[src/hpm_pkg.sv]
`timescale 1ns / 1ps
// ----------------------------------------------------------------------------
// hpm_pkg
// Shared types and constants of the head pointer motion mapper.
// ----------------------------------------------------------------------------
package hpm_pkg;

  localparam int unsigned CFG_IDX_W  = 3;
  localparam int unsigned CFG_DATA_W = 31;

  // Register indexes of the configuration port
  localparam logic [CFG_IDX_W-1:0] CFG_POINTER_MODE = 3'd0;
  localparam logic [CFG_IDX_W-1:0] CFG_GAIN_X       = 3'd1;
  localparam logic [CFG_IDX_W-1:0] CFG_GAIN_Y       = 3'd2;
  localparam logic [CFG_IDX_W-1:0] CFG_DEADZONE_X   = 3'd3;
  localparam logic [CFG_IDX_W-1:0] CFG_DEADZONE_Y   = 3'd4;

  localparam logic [15:0] GAIN_RESET     = 16'd32768;
  localparam logic [30:0] DEADZONE_RESET = 31'd327680;

  // Input kind and result event codes
  localparam logic KIND_TICK  = 1'b0;
  localparam logic KIND_RESET = 1'b1;
  localparam logic EV_MOVE    = 1'b0;
  localparam logic EV_KEY     = 1'b1;
  localparam logic MODE_MOUSE = 1'b0;
  localparam logic MODE_KEYS  = 1'b1;

  localparam int unsigned DELTA_W  = 32;  // scaled motion, 16 fractional bits
  localparam int unsigned RES_W    = 40;  // residue width
  localparam int unsigned QDEPTH   = 4;
  localparam int unsigned QPTR_W   = 2;
  localparam int unsigned QCNT_W   = 3;

  typedef struct packed {
    logic                      kind;
    logic signed [DELTA_W-1:0] mdx;
    logic signed [DELTA_W-1:0] mdy;
  } hpm_item_t;

  typedef struct packed {
    logic        mode;
    logic [30:0] dz_x;
    logic [30:0] dz_y;
  } hpm_cfg_t;

  typedef struct packed {
    logic        event_kind;
    logic [15:0] move_x;
    logic [15:0] move_y;
    logic [1:0]  key_dir;
    logic        key_pressed;
    logic        last;
  } hpm_result_t;

  typedef enum logic [1:0] {
    B_ACC,
    B_RND,
    B_SUB,
    B_EMIT
  } hpm_bstate_e;

endpackage

[src/hpm_front.sv]
`timescale 1ns / 1ps
// ----------------------------------------------------------------------------
// hpm_front
// Accepts requests, applies the axis gains and hands scaled items to the queue.
// ----------------------------------------------------------------------------
module hpm_front (
  input  logic              clk_i,
  input  logic              rst_ni,
  input  logic              in_valid_i,
  output logic              in_ready_o,
  input  logic              in_kind_i,
  input  logic [23:0]       in_dx_i,
  input  logic [23:0]       in_dy_i,
  input  logic [15:0]       gain_x_i,
  input  logic [15:0]       gain_y_i,
  output logic              q_push_o,
  input  logic              q_ready_i,
  output hpm_pkg::hpm_item_t q_item_o
);
  import hpm_pkg::*;

  logic               f_valid_q;
  logic               f_kind_q;
  logic signed [39:0] prod_x_q, prod_y_q;
  logic signed [40:0] prod_x, prod_y;

  assign prod_x = $signed(in_dx_i) * $signed({1'b0, gain_x_i});
  assign prod_y = $signed(in_dy_i) * $signed({1'b0, gain_y_i});

  assign q_push_o   = f_valid_q && q_ready_i;
  assign in_ready_o = !f_valid_q || q_ready_i;

  always_ff @(posedge clk_i or negedge rst_ni) begin
    if (!rst_ni) begin
      f_valid_q <= 1'b0;
    end else if (in_ready_o) begin
      f_valid_q <= in_valid_i;
    end
  end

  always_ff @(posedge clk_i) begin
    if (in_ready_o && in_valid_i) begin
      f_kind_q <= in_kind_i;
      prod_x_q <= prod_x[39:0];
      prod_y_q <= prod_y[39:0];
    end
  end

  // Drop the 8 gain fraction bits, rounding toward minus infinity
  assign q_item_o.kind = f_kind_q;
  assign q_item_o.mdx  = prod_x_q[39:8];
  assign q_item_o.mdy  = prod_y_q[39:8];

endmodule

[src/hpm_queue.sv]
`timescale 1ns / 1ps
// ----------------------------------------------------------------------------
// hpm_queue
// Short queue of scaled items between the front and the back.
// ----------------------------------------------------------------------------
module hpm_queue (
  input  logic               clk_i,
  input  logic               rst_ni,
  input  logic               push_i,
  input  hpm_pkg::hpm_item_t item_i,
  output logic               ready_o,
  input  logic               pop_i,
  output logic               valid_o,
  output hpm_pkg::hpm_item_t item_o
);
  import hpm_pkg::*;

  hpm_item_t         mem_q [QDEPTH];
  logic [QPTR_W-1:0] wr_ptr_q, rd_ptr_q;
  logic [QCNT_W-1:0] cnt_q;

  assign ready_o = cnt_q != QCNT_W'(QDEPTH);
  assign valid_o = cnt_q != '0;
  assign item_o  = mem_q[rd_ptr_q];

  always_ff @(posedge clk_i or negedge rst_ni) begin
    if (!rst_ni) begin
      wr_ptr_q <= '0;
      rd_ptr_q <= '0;
      cnt_q    <= '0;
    end else begin
      if (push_i) begin
        wr_ptr_q <= wr_ptr_q + 1'b1;
      end
      if (pop_i) begin
        rd_ptr_q <= rd_ptr_q + 1'b1;
      end
      if (push_i && !pop_i) begin
        cnt_q <= cnt_q + 1'b1;
      end else if (pop_i && !push_i) begin
        cnt_q <= cnt_q - 1'b1;
      end
    end
  end

  always_ff @(posedge clk_i) begin
    if (push_i) begin
      mem_q[wr_ptr_q] <= item_i;
    end
  end

endmodule

[src/hpm_back.sv]
`timescale 1ns / 1ps
// ----------------------------------------------------------------------------
// hpm_back
// Updates position and residue, rounds moves or finds key changes, and
// sends the results one a cycle while not stalled, via the output register.
// ----------------------------------------------------------------------------
module hpm_back #(
  parameter int unsigned POSITION_BITS = 48
) (
  input  logic                 clk_i,
  input  logic                 rst_ni,
  input  hpm_pkg::hpm_cfg_t    cfg_i,
  input  logic                 q_valid_i,
  input  hpm_pkg::hpm_item_t   q_item_i,
  output logic                 q_pop_o,
  output logic                 out_valid_o,
  input  logic                 out_ready_i,
  output hpm_pkg::hpm_result_t out_o
);
  import hpm_pkg::*;

  localparam int unsigned P = POSITION_BITS;

  hpm_bstate_e           state_q, state_d;
  logic signed [P-1:0]   pos_x_q, pos_y_q;
  logic [RES_W-1:0]      res_x_q, res_y_q;
  logic [3:0]            held_q, hit_q, pend_q, pend_d;
  logic [15:0]           ix_q, iy_q;
  logic                  out_valid_q;
  hpm_result_t           out_q;

  logic [3:0]            sel_oh, rest;
  logic [1:0]            sel_idx;
  logic                  load;
  logic [P-1:0]          dzx_ext, dzy_ext;
  logic [3:0]            hit;

  function automatic logic [P-1:0] pos_add(input logic [P-1:0] p,
                                            input logic [DELTA_W-1:0] d);
    logic [P:0] s;
    s = {p[P-1], p} + {{(P+1-DELTA_W){d[DELTA_W-1]}}, d};
    if (s[P] != s[P-1]) begin
      pos_add = s[P] ? {1'b1, {(P-1){1'b0}}} : {1'b0, {(P-1){1'b1}}};
    end else begin
      pos_add = s[P-1:0];
    end
  endfunction

  function automatic logic [RES_W-1:0] res_add(input logic [RES_W-1:0] r,
                                                input logic [DELTA_W-1:0] d);
    logic [RES_W:0] s;
    s = {r[RES_W-1], r} + {{(RES_W+1-DELTA_W){d[DELTA_W-1]}}, d};
    if (s[RES_W] != s[RES_W-1]) begin
      res_add = s[RES_W] ? {1'b1, {(RES_W-1){1'b0}}} : {1'b0, {(RES_W-1){1'b1}}};
    end else begin
      res_add = s[RES_W-1:0];
    end
  endfunction

  // Round half away from zero to whole pixels, saturated to 16 bits
  function automatic logic [15:0] round_px(input logic [RES_W-1:0] r);
    logic [RES_W-1:0] mag;
    logic [RES_W:0]   sum;
    logic [24:0]      q;
    mag = r[RES_W-1] ? (~r + 1'b1) : r;
    sum = {1'b0, mag} + (RES_W+1)'(32768);
    q   = sum[RES_W:16];
    if (!r[RES_W-1]) begin
      round_px = (q > 25'd32767) ? 16'h7fff : q[15:0];
    end else begin
      round_px = (q > 25'd32768) ? 16'h8000 : (~q[15:0] + 1'b1);
    end
  endfunction

  assign dzx_ext = {{(P-31){1'b0}}, cfg_i.dz_x};
  assign dzy_ext = {{(P-31){1'b0}}, cfg_i.dz_y};

  always_comb begin
    hit = 4'b0000;
    if ($signed(pos_x_q) > $signed(dzx_ext)) begin
      hit[3] = 1'b1;
    end else if ($signed(pos_x_q) < -$signed(dzx_ext)) begin
      hit[2] = 1'b1;
    end
    if ($signed(pos_y_q) > $signed(dzy_ext)) begin
      hit[1] = 1'b1;
    end else if ($signed(pos_y_q) < -$signed(dzy_ext)) begin
      hit[0] = 1'b1;
    end
  end

  // Pick the lowest pending event: up, down, left, right
  always_comb begin
    priority if (pend_q[0]) begin
      sel_idx = 2'd0;
    end else if (pend_q[1]) begin
      sel_idx = 2'd1;
    end else if (pend_q[2]) begin
      sel_idx = 2'd2;
    end else begin
      sel_idx = 2'd3;
    end
  end

  assign sel_oh  = 4'b0001 << sel_idx;
  assign rest    = pend_q & ~sel_oh;
  assign load    = (state_q == B_EMIT) && (!out_valid_q || out_ready_i);
  assign q_pop_o = (state_q == B_ACC) && q_valid_i;

  always_comb begin
    state_d = state_q;
    pend_d  = pend_q;
    unique case (state_q)
      B_ACC: begin
        if (q_valid_i && q_item_i.kind == KIND_TICK) begin
          state_d = B_RND;
        end
      end
      B_RND: begin
        state_d = B_SUB;
      end
      B_SUB: begin
        if (cfg_i.mode == MODE_MOUSE) begin
          pend_d = {3'b000, (ix_q != '0) || (iy_q != '0)};
        end else begin
          pend_d = held_q ^ hit_q;
        end
        state_d = (pend_d != '0) ? B_EMIT : B_ACC;
      end
      B_EMIT: begin
        if (load) begin
          pend_d = rest;
          if (rest == '0) begin
            state_d = B_ACC;
          end
        end
      end
      default: begin
        state_d = B_ACC;
      end
    endcase
  end

  always_ff @(posedge clk_i or negedge rst_ni) begin
    if (!rst_ni) begin
      state_q <= B_ACC;
      pend_q  <= '0;
    end else begin
      state_q <= state_d;
      pend_q  <= pend_d;
    end
  end

  always_ff @(posedge clk_i or negedge rst_ni) begin
    if (!rst_ni) begin
      pos_x_q <= '0;
      pos_y_q <= '0;
      res_x_q <= '0;
      res_y_q <= '0;
      held_q  <= '0;
    end else begin
      if (q_pop_o) begin
        if (q_item_i.kind == KIND_RESET) begin
          pos_x_q <= '0;
          pos_y_q <= '0;
        end else begin
          pos_x_q <= pos_add(pos_x_q, q_item_i.mdx);
          pos_y_q <= pos_add(pos_y_q, q_item_i.mdy);
          if (cfg_i.mode == MODE_MOUSE) begin
            res_x_q <= res_add(res_x_q, q_item_i.mdx);
            res_y_q <= res_add(res_y_q, q_item_i.mdy);
          end
        end
      end
      if (state_q == B_SUB) begin
        if (cfg_i.mode == MODE_MOUSE) begin
          // Keep what could not be sent
          res_x_q <= res_x_q - {{8{ix_q[15]}}, ix_q, 16'h0000};
          res_y_q <= res_y_q - {{8{iy_q[15]}}, iy_q, 16'h0000};
        end else begin
          held_q <= hit_q;
        end
      end
    end
  end

  always_ff @(posedge clk_i) begin
    if (state_q == B_RND) begin
      ix_q  <= round_px(res_x_q);
      iy_q  <= round_px(res_y_q);
      hit_q <= hit;
    end
  end

  always_ff @(posedge clk_i or negedge rst_ni) begin
    if (!rst_ni) begin
      out_valid_q <= 1'b0;
    end else if (load) begin
      out_valid_q <= 1'b1;
    end else if (out_ready_i) begin
      out_valid_q <= 1'b0;
    end
  end

  always_ff @(posedge clk_i) begin
    if (load) begin
      out_q.last <= (rest == '0);
      if (cfg_i.mode == MODE_MOUSE) begin
        out_q.event_kind  <= EV_MOVE;
        out_q.move_x      <= ix_q;
        out_q.move_y      <= iy_q;
        out_q.key_dir     <= 2'd0;
        out_q.key_pressed <= 1'b0;
      end else begin
        out_q.event_kind  <= EV_KEY;
        out_q.move_x      <= '0;
        out_q.move_y      <= '0;
        out_q.key_dir     <= sel_idx;
        out_q.key_pressed <= hit_q[sel_idx];
      end
    end
  end

  assign out_valid_o = out_valid_q;
  assign out_o       = out_q;

  a_move_nonzero: assert property (@(posedge clk_i) disable iff (!rst_ni)
    out_valid_q && out_q.event_kind == EV_MOVE |-> out_q.move_x != '0 || out_q.move_y != '0)
    else $error("zero move result sent");

  a_key_no_move: assert property (@(posedge clk_i) disable iff (!rst_ni)
    out_valid_q && out_q.event_kind == EV_KEY |-> out_q.move_x == '0 && out_q.move_y == '0)
    else $error("key result carries motion");

  a_held_stable: assert property (@(posedge clk_i) disable iff (!rst_ni)
    state_q != B_SUB |=> $stable(held_q))
    else $error("held keys changed outside update step");

  a_pend_emit: assert property (@(posedge clk_i) disable iff (!rst_ni)
    state_q != B_EMIT |-> pend_q == '0)
    else $error("pending events outside emit state");

endmodule

[src/head_pointer_motion_mapper.sv]
`timescale 1ns / 1ps
// ----------------------------------------------------------------------------
// head_pointer_motion_mapper
// Maps scaled head motion to relative mouse moves or direction key events.
// ----------------------------------------------------------------------------
// The front takes a request in any cycle its one-item stage can move on,
// multiplies both deltas by their gains in that cycle and queues the scaled
// item (four entries). The back sequencer sets the pace: a report tick
// has its position and residue added, is rounded or compared with the
// deadzones, updates residue or keys and sends its results in turn; a
// position reset needs only the add. Results leave through a registered
// output stage, so the back works on while a result waits to be taken.
module head_pointer_motion_mapper #(
  parameter int unsigned POSITION_BITS = 48
) (
  input  logic        clk_i,
  input  logic        rst_ni,
  input  logic        cfg_we_i,
  input  logic [hpm_pkg::CFG_IDX_W-1:0]  cfg_idx_i,
  input  logic [hpm_pkg::CFG_DATA_W-1:0] cfg_wdata_i,
  input  logic        s_axis_tvalid,
  output logic        s_axis_tready,
  input  logic [47:0] s_axis_tdata,   // raw_dx[23:0], raw_dy[47:24]
  input  logic        s_axis_tuser,   // kind
  output logic        m_axis_tvalid,
  input  logic        m_axis_tready,
  output logic [39:0] m_axis_tdata,   // move_x[15:0], move_y[31:16], key_dir[33:32],
                                      // key_pressed[34], zero[39:35]
  output logic        m_axis_tuser,   // event_kind
  output logic        m_axis_tlast
);
  import hpm_pkg::*;

  logic        mode_q;
  logic [15:0] gain_x_q, gain_y_q;
  logic [30:0] dz_x_q, dz_y_q;
  hpm_cfg_t    cfg;

  logic        q_push, q_ready, q_pop, q_valid;
  hpm_item_t   f_item, q_item;
  hpm_result_t res;

  always_ff @(posedge clk_i or negedge rst_ni) begin
    if (!rst_ni) begin
      mode_q   <= MODE_MOUSE;
      gain_x_q <= GAIN_RESET;
      gain_y_q <= GAIN_RESET;
      dz_x_q   <= DEADZONE_RESET;
      dz_y_q   <= DEADZONE_RESET;
    end else if (cfg_we_i) begin
      unique case (cfg_idx_i)
        CFG_POINTER_MODE: mode_q   <= cfg_wdata_i[0];
        CFG_GAIN_X:       gain_x_q <= cfg_wdata_i[15:0];
        CFG_GAIN_Y:       gain_y_q <= cfg_wdata_i[15:0];
        CFG_DEADZONE_X:   dz_x_q   <= cfg_wdata_i;
        CFG_DEADZONE_Y:   dz_y_q   <= cfg_wdata_i;
        default: begin
        end
      endcase
    end
  end

  assign cfg.mode = mode_q;
  assign cfg.dz_x = dz_x_q;
  assign cfg.dz_y = dz_y_q;

  hpm_front u_front (
    .clk_i      (clk_i),
    .rst_ni     (rst_ni),
    .in_valid_i (s_axis_tvalid),
    .in_ready_o (s_axis_tready),
    .in_kind_i  (s_axis_tuser),
    .in_dx_i    (s_axis_tdata[23:0]),
    .in_dy_i    (s_axis_tdata[47:24]),
    .gain_x_i   (gain_x_q),
    .gain_y_i   (gain_y_q),
    .q_push_o   (q_push),
    .q_ready_i  (q_ready),
    .q_item_o   (f_item)
  );

  hpm_queue u_queue (
    .clk_i   (clk_i),
    .rst_ni  (rst_ni),
    .push_i  (q_push),
    .item_i  (f_item),
    .ready_o (q_ready),
    .pop_i   (q_pop),
    .valid_o (q_valid),
    .item_o  (q_item)
  );

  hpm_back #(
    .POSITION_BITS (POSITION_BITS)
  ) u_back (
    .clk_i       (clk_i),
    .rst_ni      (rst_ni),
    .cfg_i       (cfg),
    .q_valid_i   (q_valid),
    .q_item_i    (q_item),
    .q_pop_o     (q_pop),
    .out_valid_o (m_axis_tvalid),
    .out_ready_i (m_axis_tready),
    .out_o       (res)
  );

  assign m_axis_tdata = {5'b00000, res.key_pressed, res.key_dir, res.move_y, res.move_x};
  assign m_axis_tuser = res.event_kind;
  assign m_axis_tlast = res.last;

endmodule
[config.mk]
export PLATFORM = sky130hd
export DESIGN_NAME = head_pointer_motion_mapper
export DESIGN_NICKNAME = d
export VERILOG_FILES = /design/src/hpm_pkg.sv /design/src/hpm_front.sv /design/src/hpm_queue.sv /design/src/hpm_back.sv /design/src/head_pointer_motion_mapper.sv
export SDC_FILE = /design/constraint.sdc
export NUM_CORES = 2
export LEC_CHECK = 0
export BUFFER_PORTS_ARGS = -buffer_cell sky130_fd_sc_hd__buf_2
export CORE_MARGIN = 2
export CORE_UTILIZATION = 40
export DETAILED_ROUTE_END_ITERATION = 10
export GPL_TIMING_DRIVEN = 0
export SETUP_SLACK_MARGIN = 0.5
export SLEW_MARGIN = 20
export SYNTH_ARGS = -nofsm -noshare
export SYNTH_HDL_FRONTEND = slang
export SYNTH_SLANG_ARGS = --single-unit
[constraint.sdc]
create_clock -name clk_i -period 19.3 [get_ports clk_i]
set_input_delay 1.93 -clock clk_i [delete_from_list [all_inputs] [get_ports clk_i]]
set_output_delay 1.93 -clock clk_i [all_outputs]
set_load 0.005 [all_outputs]
# Word-level counts from Yosys, hierarchy flattened
# Memory sizes are Yosys's and may differ from the RTL's.
# Index checks and enable logic that the tools add are counted.
# op_classes
n_bitwise,8
n_reduce_logical,32
n_addsub,18
n_shift,1
muxes,53
order_cmp,9
mul,2
eq_ne,15
# ops
cell,count
2-to-1 mux 40 bit,16
2-to-1 mux 48 bit,6
adder 48 x 32 -> 49 bit,2
greater-than comparator 48 x 32 -> 1 bit,2
less-than comparator 48 bit,2
2-to-1 mux 16 bit,6
negator 31 -> 48 bit,2
adder 40 x 16 -> 41 bit (second input constant),2
adder 40 x 32 -> 41 bit,2
adder 40 x 1 -> 40 bit (second input constant),2
multiplier 24 x 17 -> 40 bit,2
NOT 40 bit,2
subtractor 40 bit,2
greater-than comparator 25 x 15 -> 1 bit (second input constant),2
greater-than comparator 25 x 16 -> 1 bit (second input constant),2
2-to-1 mux 36 bit,1
adder 16 x 1 -> 16 bit (second input constant),2
NOT 16 bit,2
nonzero test 16 bit,2
AND reduction 2 bit,7
2-to-1 mux 2 bit,6
2-to-1 mux 4 bit,3
2-to-1 mux 1 bit,10
one-hot mux 2 bit (4 select lines),1
other kinds (31),52
# word_totals
in_bits,88
mem_bits_rw,260
reg_bits,444
n_memories,1
output_inout_bits,44
# mem_list
memory,words,width,read_ports,rd_ports_with_merged_regs,wr,line_no,source
u_queue.mem_q,4,65,1,0,1,hpm_queue.sv:18,hpm_item_t mem_q [QDEPTH];

# Longest topological paths before layout
# logic_depth
ltp_word,10
depth_mapped,26
ltp_nobuf,25

# By module
# Synthesis repeated with hierarchy kept, for this count alone.
# unflattened
cells_unflattened,7620
area_unflattened_um2,73122.6
# modules_own_cells
module,instances,cells_per_inst,area_per_inst_um2
hpm_back,1,3911,30760.8
hpm_front,1,3123,28836.4
hpm_queue,1,375,9809.4
head_pointer_motion_mapper,1,211,3716.1

# Least setup slack after synthesis
# Ideal clock, no wire load.
# synth_timing
path_type,input port to flip-flop
startpoint,input s_axis_tdata[9]
endpoint,"register u_front.prod_x_q[39], data pin"
arrival_ps,8081
setup_time_ps,260
n_path_buf,1
stages,21
setup_slack_ps,10959
required_ps,19040
path_cell_list,clkbuf_1 > nand2_1 > fa_1 > fa_1 > fa_1 > inv_1 > fa_1 > fa_1 > fa_1 > ha_1 > a21o_1 > a21o_1 > a21o_1 > a2111oi_0 > a211oi_1 > o21a_1 > a221oi_1 > o21bai_1 > a211o_1 > a21oi_1 > xnor2_1
# synth_via
elab_chain_cells,1
# synth_rtl
element,line_no,source
from (decl),head_pointer_motion_mapper.sv:23,"input logic [47:0] s_axis_tdata,"
multiplier 24 x 17 -> 40 bit,hpm_front.sv:27,"assign prod_x = $signed(in_dx_i) * $signed({1'b0, gain_x_i});"
net u_front.prod_x[39],hpm_front.sv:25,"logic signed [40:0] prod_x, prod_y;"
to (signal assigned),hpm_front.sv:44,prod_x_q <= prod_x[39:0];
to (decl),hpm_front.sv:24,"logic signed [39:0] prod_x_q, prod_y_q;"
# The timed path passes the listed nets, and every way through them passes these cells.
# A chain may end at the register's enable or synchronous reset.

# Worst setup path after layout
# layout_timing
startpoint,input s_axis_tdata[10]
endpoint,"register u_front.prod_x_q[39], data pin"
# The elaborated chain is that of the path after synthesis.

==> summary.md <==
| Metric | Value |
|---|---|
| Status | `finished clean` |
| Placeable core area | `0.1811 mm²` |
| Area fraction in compound gates after synthesis | `approximately an eighth` |
| R2r setup slk | `~11 ns` |
| Final setup viols | `0` |
| Wire length per cell after detailed routing | `around 21 µm` |
| Smallest hold slack | `about 0.49 ns` |
| Cts bufs inserted | `77` |
| CP Class | `in2reg` |
| Measured slew at the worst slew-check pin | `1.151 ns` |
| RSZ-0062 raised after global routing | `false` |
| Ratio of routed vias to standard cells | `5.522` |
| Horizontal extent of the die | `approximately 430 µm` |
| Count of port buffers added during placement | `between 100 and 150` |
| Xor-xnor portion of the synthesized cell area | `4.545%` |
| Post-detailed-route count of antenna-violating nets | `0` |
| Routability-driven placement congestion ratio | `0.9482` |
| Count of unique library cells instantiated by Yosys | `101` |
| Fraction of layout cells with a size suffix above 1 | `6.196%` |
| Post-synthesis adder-cell area fraction | `30.78%` |
| Site Rows | `between 150 and 200` |
| Detailed-routing iteration count for the pre-antenna-repair pass | `8` |
| Remaining global-route overflow | `0` |
| Yosys warns | `0` |
| Antenna violations before repair | `5` |
| Max-slew violation count | `0` |
| Dpl hpwl | `between 150000 and 200000 µm` |
| Maximum Capacitance Violations | `0` |
| Total DRC errors in the routed layout | `0` |
| Boundary Pins | `~130` |
| Startpoint of the lowest-slack hold path | `u_front.prod_x_q[35]` |
| First DRT Iteration DRCs | `3949` |
| Launching instance or port of the critical path | `s_axis_tdata[10]` |
| Cell total after placement | `10090` |
| Last element of the critical path | `u_front.prod_x_q[39]` |
| Cells after synthesis | `7576` |
| WL final | `214300 µm` |
| CTS-repair resized insts | `0` |
| Height of the chip | `431.3 µm` |
| Mean instance size in the synthesized netlist | `9.640 µm²` |
| Clock Skew | `0.03630 ns` |
| Critical Path Source Type | `input port` |
| Area of the die | `0.1860 mm²` |
| Global router's overall resource usage | `23.12%` |
| Total negative setup slack | `0 ns` |
| Final nets | `between 9000 and 10000` |
| Multiplexer area fraction after synthesis | `3.505%` |
| Clock tree from TritonCTS | `yes` |
| Endpoint of the lowest-slack register-to-register path | `u_front.prod_x_q[39]` |
| Largest net degree at the start of global routing | `just over 90` |
| Starting utilization of the core area | `40.32%` |
| Register bit count reported by yosys | `688` |
| Wire length of the first global-routing pass | `about 340000 µm` |
| TritonCTS sink count | `688` |
| Cell Area, Synth | `between 0.07 and 0.08 mm²` |
| Final period demand of the worst path | `~9.3 ns` |
| Sequential element share of the synthesized area | `between 20% and 30%` |
| Area share of and/or/nand/nor cells after synthesis | `around 14%` |
| Critical path data required time | `roughly 20 ns` |
| Worst Setup End Kind | `flip-flop` |
| HP Class | `reg2reg` |
| Reg2reg start | `gain_x_q[4]` |
| Arrival time worst endpoint | `~9.8 ns` |
| Biggest fanout along the worst timing path | `10` |
| Fin worst setup slack | `9.954 ns` |
| Root buffer selected by CTS | `sky130_fd_sc_hd__clkbuf_16` |
| Worst setup timing slack at the placement stage | `between 9 and 10 ns` |
| Dominant combinational cell family by area after synthesis | `adder cells` |
| Total via count after detailed routing | `56520` |
| Number of synthesized flops with an enable pin | `398` |
| Headroom to the max-slew limit | `roughly 23%` |
| Count of cells along the worst register-to-register path | `21` |
| Non-filler cells in the finished layout | `10240` |
| H-tree level count | `3` |
| Flip-flop cell with the highest count after synthesis | `sky130_fd_sc_hd__edfxtp_1` |
| Number of buffers inserted by post-CTS setup repair | `0` |
| # hold bufs at CTS | `0` |
| Area delta synth->final | `9.047%` |
| Period utilisation layout | `between 40% and 50%` |
| Share of synthesized flip-flops with an asynchronous set or reset | `42.15%` |
| Clock transition at the register clock pins on the worst setup and hold paths after CTS | `0.06 ns` |
| Via count of the first global-routing pass | `57790` |
| Max Buffers Root-to-Sink | `3` |
| Count of endpoints failing hold in the final timing report | `0` |
| Clock Latency Late Sink | `around 0.70 ns` |
| FMAX | `~110 MHz` |
## cell usage in the layout, fill, tap and decap left out, types with 27 or more instances in the layout
cell type / count
sky130_fd_sc_hd__a211oi_1: 47
sky130_fd_sc_hd__a21o_1: 169
sky130_fd_sc_hd__a21oi_1: 418
sky130_fd_sc_hd__a221o_1: 52
sky130_fd_sc_hd__a31oi_1: 63
sky130_fd_sc_hd__and2_1: 352
sky130_fd_sc_hd__and3_1: 46
sky130_fd_sc_hd__buf_2: 126
sky130_fd_sc_hd__clkbuf_1: 299
sky130_fd_sc_hd__clkbuf_16: 77
sky130_fd_sc_hd__dfrtp_1: 284
sky130_fd_sc_hd__edfxtp_1: 398
sky130_fd_sc_hd__fa_1: 747
sky130_fd_sc_hd__ha_1: 583
sky130_fd_sc_hd__inv_1: 1091
sky130_fd_sc_hd__mux2_2: 76
sky130_fd_sc_hd__mux4_2: 65
sky130_fd_sc_hd__nand2_1: 741
sky130_fd_sc_hd__nand2b_1: 52
sky130_fd_sc_hd__nand3_1: 126
sky130_fd_sc_hd__nand4_1: 64
sky130_fd_sc_hd__nor2_1: 306
sky130_fd_sc_hd__nor2b_1: 63
sky130_fd_sc_hd__nor3_1: 128
sky130_fd_sc_hd__nor4_1: 69
sky130_fd_sc_hd__o211ai_1: 42
sky130_fd_sc_hd__o21a_1: 66
sky130_fd_sc_hd__o21ai_0: 283
sky130_fd_sc_hd__o21bai_1: 34
sky130_fd_sc_hd__o31ai_1: 27
sky130_fd_sc_hd__or3_1: 40
sky130_fd_sc_hd__xnor2_1: 274
sky130_fd_sc_hd__xor2_1: 104
## registers in the layout, summed over array words and instances, names as in the netlist, 16 cells and up
| signal | count |
|---|---|
| u_back.ix_q | 16 |
| u_back.res_y_q | 40 |
| dz_x_q | 31 |
| u_queue.mem_q | 260 |
| u_back.pos_x_q | 48 |
| u_back.pos_y_q | 48 |
| u_back.out_o | 37 |
| u_back.iy_q | 16 |
| u_back.res_x_q | 40 |
| dz_y_q | 31 |
| gain_x_q | 16 |
| gain_y_q | 16 |
| u_front.prod_x_q | 32 |
| u_front.prod_y_q | 32 |
## critical path, stage by stage
cell	delay, ns
sky130_fd_sc_hd__buf_2	0.26
sky130_fd_sc_hd__clkbuf_1	0.60
sky130_fd_sc_hd__nand2_1	0.16
sky130_fd_sc_hd__fa_1	0.57
sky130_fd_sc_hd__fa_1	0.45
sky130_fd_sc_hd__fa_1	0.51
sky130_fd_sc_hd__inv_1	0.05
sky130_fd_sc_hd__fa_1	0.47
sky130_fd_sc_hd__fa_1	0.55
sky130_fd_sc_hd__fa_1	0.51
sky130_fd_sc_hd__ha_1	0.38
sky130_fd_sc_hd__a21o_1	0.19
sky130_fd_sc_hd__a21o_1	0.17
sky130_fd_sc_hd__a21o_1	0.19
sky130_fd_sc_hd__a2111oi_0	0.87
sky130_fd_sc_hd__a211oi_1	0.28
sky130_fd_sc_hd__o21a_1	0.31
sky130_fd_sc_hd__a221oi_1	0.49
sky130_fd_sc_hd__o21bai_1	0.20
sky130_fd_sc_hd__a211o_1	0.32
sky130_fd_sc_hd__a21oi_1	0.19
sky130_fd_sc_hd__xnor2_1	0.09
## worst min path at each step
| stage | to | slack (ns) | cells past startpoint |
|---|---|---|---|
| floorplan | u_queue.mem_q[0][0] | 0.46 | 0 |
| global placement | u_queue.mem_q[2][12] | 0.47 | 0 |
| detailed placement | u_queue.mem_q[0][39] | 0.48 | 0 |
| CTS | u_queue.mem_q[0][7] | 0.49 | 0 |
| global route | u_queue.mem_q[1][53] | 0.51 | 0 |
| finish | u_queue.mem_q[0][59] | 0.49 | 0 |
## routing by layer
layer / wire (µm) / track usage (%) / vias to the layer above
li1: - / - / 26320
met1: 96020 / 31.76 / 28250
met2: 98300 / 37.55 / 1686
met3: 13200 / 3.549 / 266
met4: 6796 / 7.222 / 0
met5: 0 / 0 / -
## layout make-up
class	instances	area, µm²
inverters	1094	4106
fillers	17460	101500
multi-input cells	5481	48570
plain buffers	317	1235
clock inverters	41	530.5
repair buffers	139	942.2
diodes	5	12.51
flip-flops and latches	688	19220
clock buffers	100	2063
well taps	2370	2965
## per-stage QoR
stage,instance area [µm²],util (%)
3_3_place_gp,76640,42.31
5_1_grt,79630,43.96
2_1_floorplan,73050,-
3_5_place_dp,77020,42.52
6_report,79640,43.97
4_1_cts,79620,43.95
## logic make-up after synthesis
group                      count (synthesis)
DFF                                      688
muxes                                    165
buffers and inverters                   1411
adders and majority gates               1353
AOI/OAI and AO/OA                       1475
xor gates and xnor gates                 379
other                                      1
and+or+nand+nor                         2104
## cell usage after synthesis, types with 131 or more instances
library cell                  n  share of area, %
sky130_fd_sc_hd__clkbuf_1   282               1.4
sky130_fd_sc_hd__ha_1       583                10
sky130_fd_sc_hd__and2_1     357               3.1
sky130_fd_sc_hd__xnor2_1    275               3.3
sky130_fd_sc_hd__nor2_1     308               1.6
sky130_fd_sc_hd__inv_1     1091               5.6
sky130_fd_sc_hd__edfxtp_1   398                16
sky130_fd_sc_hd__nand2_1    741               3.8
sky130_fd_sc_hd__a21oi_1    418               2.9
sky130_fd_sc_hd__a21o_1     169               1.7
sky130_fd_sc_hd__dfrtp_1    284               9.7
sky130_fd_sc_hd__fa_1       747                20
sky130_fd_sc_hd__o21ai_0    283               1.9
sky130_fd_sc_hd__nor3_1     131              0.90
Power is left out: the tool's default activity adds up to more than one toggle a clock period on the data nets, which glitch-free logic cannot reach.
